File: config.mk
export PLATFORM = sky130hd
export DESIGN_NAME = cgm_ctrl
export DESIGN_NICKNAME = d
export VERILOG_FILES = /design/src/sv/cgm_pkg.sv /design/src/sv/cgm_ctrl.sv
export SDC_FILE = /design/constraint.sdc
export NUM_CORES = 1
export LEC_CHECK = 0
export ABC_AREA = 1
export BUFFER_PORTS_ARGS = -buffer_cell sky130_fd_sc_hd__buf_4
export CAP_MARGIN = 10
export CORE_MARGIN = 4
export CORE_UTILIZATION = 32
export CTS_CLUSTER_SIZE = 20
export DETAILED_ROUTE_END_ITERATION = 8
export HOLD_SLACK_MARGIN = 0.12
export PLACE_DENSITY = 0.61
export RECOVER_POWER = 25
export SYNTH_ARGS = -nofsm -noshare
export SYNTH_HDL_FRONTEND = slang
export SYNTH_SLANG_ARGS = --single-unit
File: constraint.sdc
create_clock -name clock -period 2.72 [get_ports clock]
set_input_delay 0.272 -clock clock [delete_from_list [all_inputs] [get_ports clock]]
set_output_delay 0.272 -clock clock [all_outputs]
set_load 0.02 [all_outputs]
File: src/sv/cgm_pkg.sv
// Shared types, codes and constants of the covariate matcher.
// Depends on nothing; used by every module of the block.
package cgm_pkg;

   localparam int VAL_W     = 32;
   localparam int THR_W     = 31;
   localparam int NUM_THR   = 6;
   localparam int CIRC_W    = 6;
   localparam int NCOL_W    = 3;
   localparam int ROW_OUT_W = 11;
   localparam int STAT_W    = 2;
   localparam int CSR_IDX_W = 3;
   localparam int CSR_W     = 31;

   localparam int DEF_MAX_ROWS = 1024;
   localparam int DEF_MAX_COLS = 6;

   // Score, divider and ratio widths.
   localparam int DIFF_W = 35;
   localparam int SC_W   = 51;
   localparam int DVD_W  = 66;
   localparam int DVS_W  = 32;
   localparam int RAT_W  = 64;

   localparam logic [1:0] REQ_CLEAR  = 2'd0;
   localparam logic [1:0] REQ_APPEND = 2'd1;
   localparam logic [1:0] REQ_MATCH  = 2'd2;

   localparam logic [STAT_W-1:0] ST_MATCHED = 2'd0;
   localparam logic [STAT_W-1:0] ST_NONE    = 2'd1;
   localparam logic [STAT_W-1:0] ST_DROPPED = 2'd2;

   localparam logic [CSR_IDX_W-1:0] CSR_THRES_LAST  = 3'd5;
   localparam logic [CSR_IDX_W-1:0] CSR_CIRC_MASK   = 3'd6;
   localparam logic [CSR_IDX_W-1:0] CSR_COLS_IN_USE = 3'd7;

   localparam logic [THR_W-1:0]  THR_RESET  = 31'd65536;
   localparam logic [NCOL_W-1:0] COLS_RESET = 3'd6;

   localparam logic signed [DIFF_W-1:0] DEG180 = 35'sd11796480;
   localparam logic signed [DIFF_W-1:0] DEG360 = 35'sd23592960;
   localparam logic signed [SC_W-1:0]   SCORE_SAT = 51'sd281474976710655;
   localparam logic [DVD_W-1:0]         RATIO_LIM = 66'h4000_0000_0000_0000;
   localparam logic signed [RAT_W-1:0]  RATIO_SAT = 64'sh4000_0000_0000_0000;

   typedef struct packed {
      logic [1:0]              req_type;
      logic signed [VAL_W-1:0] val_0;
      logic signed [VAL_W-1:0] val_1;
      logic signed [VAL_W-1:0] val_2;
      logic signed [VAL_W-1:0] val_3;
      logic signed [VAL_W-1:0] val_4;
      logic signed [VAL_W-1:0] val_5;
   } cgm_req_type;

   typedef struct packed {
      logic [ROW_OUT_W-1:0] match_row;
      logic [STAT_W-1:0]    status;
   } cgm_rsp_type;

   typedef struct packed {
      logic clear;
      logic append;
      logic drop;
      logic start;
      logic rd_row;
      logic row_adv;
      logic col_zero;
      logic col_adv;
      logic score_direct;
      logic sdiv_start;
      logic score_div;
      logic rdiv_start;
      logic ratio_ld;
      logic row_end;
      logic finish;
   } cgm_cmd_type;

   typedef struct packed {
      logic full;
      logic row_done;
      logic live;
      logic circ_div;
      logic below_thr;
      logic thr_zero;
      logic col_last;
      logic div_done;
      logic out_free;
   } cgm_stat_type;

endpackage

File: src/sv/cgm_ctrl.sv
// Controller of the covariate matcher: walks rows and columns of a match
// and sequences the datapath. Depends on cgm_pkg.
module cgm_ctrl (
   input  logic                  clock,
   input  logic                  reset,
   input  logic                  req_valid,
   output logic                  req_stall,
   input  logic [1:0]            req_kind,
   input  cgm_pkg::cgm_stat_type stat,
   output cgm_pkg::cgm_cmd_type  cmd
);
   typedef enum logic [9:0] {
      S_IDLE  = 10'b00_0000_0001,
      S_ROW   = 10'b00_0000_0010,
      S_LIVE  = 10'b00_0000_0100,
      S_COL   = 10'b00_0000_1000,
      S_SDIV  = 10'b00_0001_0000,
      S_CHK   = 10'b00_0010_0000,
      S_RDIV  = 10'b00_0100_0000,
      S_CNEXT = 10'b00_1000_0000,
      S_FIN   = 10'b01_0000_0000,
      S_SPARE = 10'b10_0000_0000
   } cgm_state_type;

   cgm_state_type state_ff, state_in;
   logic          accept;

   assign req_stall = (state_ff != S_IDLE);
   assign accept    = req_valid && (state_ff == S_IDLE);

   always_comb begin
      cmd      = '0;
      state_in = state_ff;
      unique case (state_ff)
         S_IDLE: begin
            if (accept) begin
               if (req_kind == cgm_pkg::REQ_CLEAR) begin
                  cmd.clear = 1'b1;
               end else if (req_kind == cgm_pkg::REQ_APPEND) begin
                  if (stat.full) begin
                     cmd.drop = 1'b1;
                     state_in = S_FIN;
                  end else begin
                     cmd.append = 1'b1;
                  end
               end else if (req_kind == cgm_pkg::REQ_MATCH) begin
                  cmd.start = 1'b1;
                  state_in  = S_ROW;
               end
            end
         end
         S_ROW: begin
            if (stat.row_done) begin
               state_in = S_FIN;
            end else begin
               cmd.rd_row = 1'b1;
               state_in   = S_LIVE;
            end
         end
         S_LIVE: begin
            if (stat.live) begin
               cmd.col_zero = 1'b1;
               state_in     = S_COL;
            end else begin
               cmd.row_adv = 1'b1;
               state_in    = S_ROW;
            end
         end
         S_COL: begin
            if (stat.circ_div) begin
               cmd.sdiv_start = 1'b1;
               state_in       = S_SDIV;
            end else begin
               cmd.score_direct = 1'b1;
               state_in         = S_CHK;
            end
         end
         S_SDIV: begin
            if (stat.div_done) begin
               cmd.score_div = 1'b1;
               state_in      = S_CHK;
            end
         end
         S_CHK: begin
            if (!stat.below_thr) begin
               cmd.row_adv = 1'b1;
               state_in    = S_ROW;
            end else if (stat.thr_zero) begin
               cmd.ratio_ld = 1'b1;
               state_in     = S_CNEXT;
            end else begin
               cmd.rdiv_start = 1'b1;
               state_in       = S_RDIV;
            end
         end
         S_RDIV: begin
            if (stat.div_done) begin
               cmd.ratio_ld = 1'b1;
               state_in     = S_CNEXT;
            end
         end
         S_CNEXT: begin
            if (stat.col_last) begin
               cmd.row_end = 1'b1;
               state_in    = S_ROW;
            end else begin
               cmd.col_adv = 1'b1;
               state_in    = S_COL;
            end
         end
         S_FIN: begin
            if (stat.out_free) begin
               cmd.finish = 1'b1;
               state_in   = S_IDLE;
            end
         end
         default: begin
            state_in = S_IDLE;
         end
      endcase
   end

   always_ff @(posedge clock) begin
      if (reset) begin
         state_ff <= S_IDLE;
      end else begin
         state_ff <= state_in;
      end
   end
endmodule

After elaboration in Yosys (flattened, before gate mapping)

Cells that the tools add are included.
W data, S select, Z words.

Flip-flop bits (word level): 10
Input port bits: 14
Output and inout port bits: 16
Word-level logic and storage cells: 70

Equality and inequality tests: 19
Muxes and demuxes: 47
Reductions and logical operators: 3

Operators by type and width:

| kind                  | number |
|---|---|
| $mux W10              | 9 |
| $pmux W10 S9          | 1 |
| $mux W1               | 24 |
| $mux W4               | 4 |
| $eq A10 B1 Y1 const B | 1 |
| $eq A10 B2 Y1 const B | 1 |
| $eq A10 B3 Y1 const B | 1 |
| $eq A10 B4 Y1 const B | 1 |
| $eq A10 B5 Y1 const B | 1 |
| $eq A10 B6 Y1 const B | 1 |
| $eq A10 B7 Y1 const B | 1 |
| $eq A10 B8 Y1 const B | 1 |
| $eq A10 B9 Y1 const B | 1 |
| $ne A10 B1 Y1 const B | 1 |
| $ne A2 B2 Y1 const B  | 5 |
| $mux W9               | 1 |
| $mux W8               | 1 |
| $reduce_and A7 Y1     | 1 |
| $mux W2               | 3 |
| $mux W6               | 1 |
| $pmux W1 S2           | 2 |
| $mux W3               | 1 |
| $ne A3 B1 Y1 const B  | 1 |
| $ne A3 B3 Y1 const B  | 1 |
| 4 further kinds       | 4 |

Depth between registers and ports, before layout

Gate-level depths: netlist of the first run.

Depth in word-level cells: 6
Gate-level depth with buffers: 11
Gate-level depth less buffers: 11

Least setup slack after synthesis of the first run

Ideal clock, no wire load.

Path type: register to output
From: register state_ff[0]
To: output port cmd[12] (netlist bit)
Arrival: 1.369 ns
Data required time: 2.448 ns
Slack: 1.079 ns
Stages on the path, launching flop included: 9
Path buffers: 0
Cells stage by stage: dfxtp_1 inv_1 nor2_2 nand3_2 nor2_4 inv_2 nor2_2 nand2_1 nor2_1

RTL lines:

| what                   | RTL line        | text |
|---|---|---|
| start, declared        | cgm_ctrl.sv:25  | `cgm_state_type state_ff, state_in;` |
| start signal, assigned | cgm_ctrl.sv:127 | `state_ff <= state_in;` |
| end, declared          | cgm_ctrl.sv:10  | `output cgm_pkg::cgm_cmd_type cmd` |

==> results.cfg, run 1 <==
[yosys]
syn_area_per_cell_um2 = 6.00
synth-seq-cells = 9
syn_nets = 168
syn_inst = 154
ys_seq_area_share_pct = 19.5
synth.largest_area_cell = dfxtp_1
synth_area_leaders = dfxtp_1 (19%), nor2_1 (11%), inv_1 (11%), nand3_1 (9.7%), nand2_1 (8.9%)
yosysWarnings = 0
synth.top_cell.area_share_pct = 19.5
synthDistinctLibCells = 20
syn_area_um2 = 925

[die]
dieHeight_um = 61.8
start_util_pct = 33.5
rows = 19
die_x_um = 61.8
core_region_area_um2 = 2760
ios = 30
fp.dieArea_um2 = 3810

[job]
cap_violations = 0

[worst_setup_path]
required_ns = 2.45
worst-setup-path-type = reg2out
arrival_ns = 1.91
startpoint_type = register
crit_path_end_kind = output pin
worstPathMaxFanout = 5

[timing]
fin_crit_sh_pct = 80.1
fin_skew_ns = 0.00108
finalSetupViolCount = 0
setup_tns_ns = 0
period_minus_slack_ns = 2.18
final-hold-violation-count = 0
fmax_mhz = 459
timing.slew.headroom_pct = 65.4
rsz0062_at_grt = false
worstMarginPinSlew_ns = 0.517
slew_viol_final = 0

[final_layout]
drive_above_1_share_pct = 30.5
biggestRegsByFlops = state_ff x9
fillers = 305
largest_register_ffs = 9
final_nets = 202
fin_util_pct = 42.9
synthToLayoutAreaGrowth_pct = 27.9
antenna-diode-count = 0
post_layout_nonfiller_instances = 218
top_register = state_ff

[placed_design]
dp.final_hpwl_mm = 2.23
gp_congestion = 0.852
dp_cells = 214
io_buffers = 29

[detailed_routing]
avgViaCountPerCell = 4.97
ant_nets = 0
wl_per_cell_um = 12.4
drt_iter0_drc = 46
vias = 1083
drt-total-wl_mm = 2.69
drt_pass1_iterations = 4
drc = 0

[global_route]
grt_pass1_wl_mm = 4.23
grt-ovfl-total = 0
antenna_found_initial = 0
grt_pass1_vias = 990
groute.usage.overall_pct = 14.8
use_met3_pct = 1.86
grt_use_met2_pct = 24.1
grt_max_degree = 9
use_met1_pct = 19.4
top_usage_layer = met2

[run_status]
outcome = completed

[clock_tree]
cts_resized = 0
clkTransAtPathRegs_ns = 0.07
clock_sink_count = 9
numCtsBuffers = 3
cts_setup_buffers = 0
clockBufferDepth = 2
hold_buffers = 0
cts-root-buf = clkbuf_4
htree_levels = 1
insertion_delay_ns = 0.26
cts_tree = done

[power_and_ir_drop]
leakage_nw = 0.634
power.total_mw = 1.13
vdd_drop_max_v = 0.000600
p_per_area_nw_per_um2 = 954

[worst_hold_path]
min_path_type = in2reg
stage by stage:
stage	hold slack, ns	cell area, um2	setup slack, ns
floorplan	0.342	925	1.08
CTS	0.169	1210	0.721
detailed placement	0.450	1180	1.02
finish	0.171	1180	0.542
global route	0.163	1180	0.283
global placement	0.444	1180	1.06
report_power, final:
| group | leakage [nW] | internal, mW | switching (mW) |
|---|---|---|---|
| clock network | 0.0150 | 0.0567 | 0.0514 |
| logic | 0.546 | 0.264 | 0.538 |
| registers | 0.0734 | 0.168 | 0.0500 |
area by class of cell:
type                    count  area [um2]  area share [%]
repair buffers             29         218            18.4
inverters                  32         120            10.2
well taps                  31        38.8            3.28
multi-input cells         113         599            50.7
flip-flops and latches      9         180            15.2
clock buffers               4        26.3            2.22
logic make-up after synthesis:
group / count (synthesis) / share of synthesized area, %
AND/OR/NAND/NOR: 106 / 62.9
buffers and inverters: 32 / 13.0
flip-flops: 9 / 19.5
AO/OA/AOI/OAI: 7 / 4.60
cells in the final DEF, fill, tap and decap left out:
cell	instances
dfxtp_1	9
o31ai_1	1
o211ai_1	1
nand2_1	22
nor3_2	1
nor3_1	5
inv_1	26
nor2_2	4
o21ai_1	1
nand3_2	4
nor2_1	31
nand3_1	19
nand4_1	8
clkbuf_4	3
o22ai_1	2
buf_4	29
nand2_2	3
nand2_4	2
nand3b_1	2
clkbuf_1	1
inv_2	6
nor2_4	5
o21ai_0	2
cells in the mapped netlist:
master / number
nor2_1: 27
inv_1: 26
nand2_1: 22
nand3_1: 18
dfxtp_1: 9
nand4_1: 8
nor2_4: 7
inv_2: 6
nor2_2: 6
nand3_2: 5
nor3_1: 5
nand2_2: 3
nand2_4: 2
nand3b_1: 2
o21ai_0: 2
o22ai_1: 2
nor3_2: 1
o211ai_1: 1
o21ai_1: 1
o31ai_1: 1
routing by layer:
metal,part of all wire [%],vias to the layer above
met3,9.0,7
met4,2.6,0
met2,44,43
met5,0,-
li1,-,555
met1,44,478
final timing paths:
check	from	to	slack (ns)	depth (start not counted)
max	state_ff[0]$_SDFFE_PP1P_	cmd[12]	0.54	9
min	reset	state_ff[1]$_SDFFE_PP0P_	0.17	2
max reg2reg	state_ff[0]$_SDFFE_PP1P_	state_ff[0]$_SDFFE_PP1P_	0.98	9
min reg2reg	state_ff[0]$_SDFFE_PP1P_	state_ff[0]$_SDFFE_PP1P_	0.56	2
critical path: stages, from the launching register on:
cell and delay [ns]:
dfxtp_1 0.40, inv_1 0.06, nor2_1 0.28, nand3_2 0.10
nor2_1 0.25, inv_2 0.12, nor2_2 0.11, nand2_1 0.07
nor2_1 0.10, buf_4 0.15
(Power assumes the default switching activity.)
==> inputs of run 2 (changes only) <==
- clock period: 2.72 -> 2.2 ns (I/O delays scaled with it)
==> run 2 against run 1 <==
Clock skew rose by 0.00050 ns. Critical path depth decreased by 3. Via count shrank 2.0%. Critical path type unchanged. Largest cell class unchanged. Highest routed layer unchanged.
==> results.cfg, run 2 (synthesis results as in run 1) <==
[run_status]
outcome = completed

[worst_setup_path]
worst-setup-path-type = reg2out
worstPathMaxFanout = 6
required_ns = 1.98
crit_path_end_kind = output pin
startpoint_type = register
arrival_ns = 1.73

[placed_design]
io_buffers = 29
dp.final_hpwl_mm = 2.18
gp_congestion = 0.852

[timing]
fmax_mhz = 512
finalSetupViolCount = 0
rsz0062_at_grt = false
fin_skew_ns = 0.00158
setup_tns_ns = 0
slew_viol_final = 0
period_minus_slack_ns = 1.95
worstMarginPinSlew_ns = 0.552
timing.slew.headroom_pct = 63.1
final-hold-violation-count = 0
fin_crit_sh_pct = 88.8

[clock_tree]
cts_setup_buffers = 0
clock_sink_count = 9
cts_tree = done
htree_levels = 1
cts-root-buf = clkbuf_4
clkTransAtPathRegs_ns = 0.06
numCtsBuffers = 3
insertion_delay_ns = 0.27
clockBufferDepth = 2

[detailed_routing]
wl_per_cell_um = 11.8
drc = 0
drt-total-wl_mm = 2.59
avgViaCountPerCell = 4.84
drt_iter0_drc = 39
drt_pass1_iterations = 4
vias = 1061
ant_nets = 0

[die]
core_region_area_um2 = 2760
ios = 30
fp.dieArea_um2 = 3810
dieHeight_um = 61.8
rows = 19
die_x_um = 61.8
start_util_pct = 33.5

[power_and_ir_drop]
leakage_nw = 0.646
p_per_area_nw_per_um2 = 1190
vdd_drop_max_v = 0.000670

[final_layout]
largest_register_ffs = 9
biggestRegsByFlops = state_ff x9
antenna-diode-count = 0
drive_above_1_share_pct = 30.3
final_nets = 203
fin_util_pct = 43.4
top_register = state_ff
synthToLayoutAreaGrowth_pct = 29.5
final_cell_mix = nor2_1 (29), buf_4 (29), inv_1 (26)

[global_route]
grt_pass1_vias = 960
grt-ovfl-total = 0
groute.usage.overall_pct = 14.9
antenna_found_initial = 0
grt_max_degree = 9
grt_pass1_wl_mm = 4.18

[worst_hold_path]
min_path_type = in2reg

[job]
cap_violations = 0
==> run 2: layer usage <==
layer	GRT usage, %	part of all wire [%]
met1	20.3	49
met2	23.2	43
met3	1.65	5.6
met4	7.27	2.2
met5	0	0
==> run 2: cell type report <==
cell class | instances | area (um2)
Clock buffer | 4 | 26.3
Tap cell | 31 | 38.8
Timing Repair Buffer | 30 | 228
Fill cell | 291 | 1560
Sequential cell | 9 | 180
Multi-Input combinational cell | 113 | 604
Inverter | 32 | 120
==> run 2: repair_timing <==
item / in CTS / in global routing
hold buffers: 1 / 0
resized for setup: 0 / 0
hold endpoints to repair: 1 / 0
endpoints found under the setup margin: 0 / 0
==> run 2: worst paths after layout <==
kind / from / slack [ns] / endpoint / cells after the start
max: state_ff[0]$_SDFFE_PP1P_ / 0.25 / cmd[3] / 6
max reg2reg: state_ff[0]$_SDFFE_PP1P_ / 0.46 / state_ff[5]$_SDFFE_PP0P_ / 8
min: stat[7] / 0.24 / state_ff[2]$_SDFFE_PP0P_ / 4
min reg2reg: state_ff[0]$_SDFFE_PP1P_ / 0.55 / state_ff[0]$_SDFFE_PP1P_ / 2
==> run 2: worst max-delay path: stages, from the launching register on <==
cell,delay [ns]
dfxtp_1,0.35
nor2_1,0.23
nand2_1,0.21
nor3_1,0.24
inv_1,0.11
nor3_1,0.16
buf_4,0.17
==> run 2: metrics by stage <==
stage	cell area [um2]	hold slack (ns)	instances	total power, mW	setup WS [ns]
floorplan	925	0.290	154	1.07	0.611
global route	1200	0.256	219	1.56	0.0750
CTS	1220	0.236	219	1.46	0.245
detailed placement	1180	0.400	214	1.32	0.541
global placement	1180	0.392	214	1.30	0.589
finish	1200	0.244	219	1.42	0.247
==> run 2: report_power, final <==
| group | internal (mW) | switching (mW) | total, mW |
|---|---|---|---|
| sequential | 0.207 | 0.0624 | 0.270 |
| combinational | 0.340 | 0.678 | 1.02 |
| clock | 0.0702 | 0.0615 | 0.132 |
| total | 0.617 | 0.802 | 1.42 |
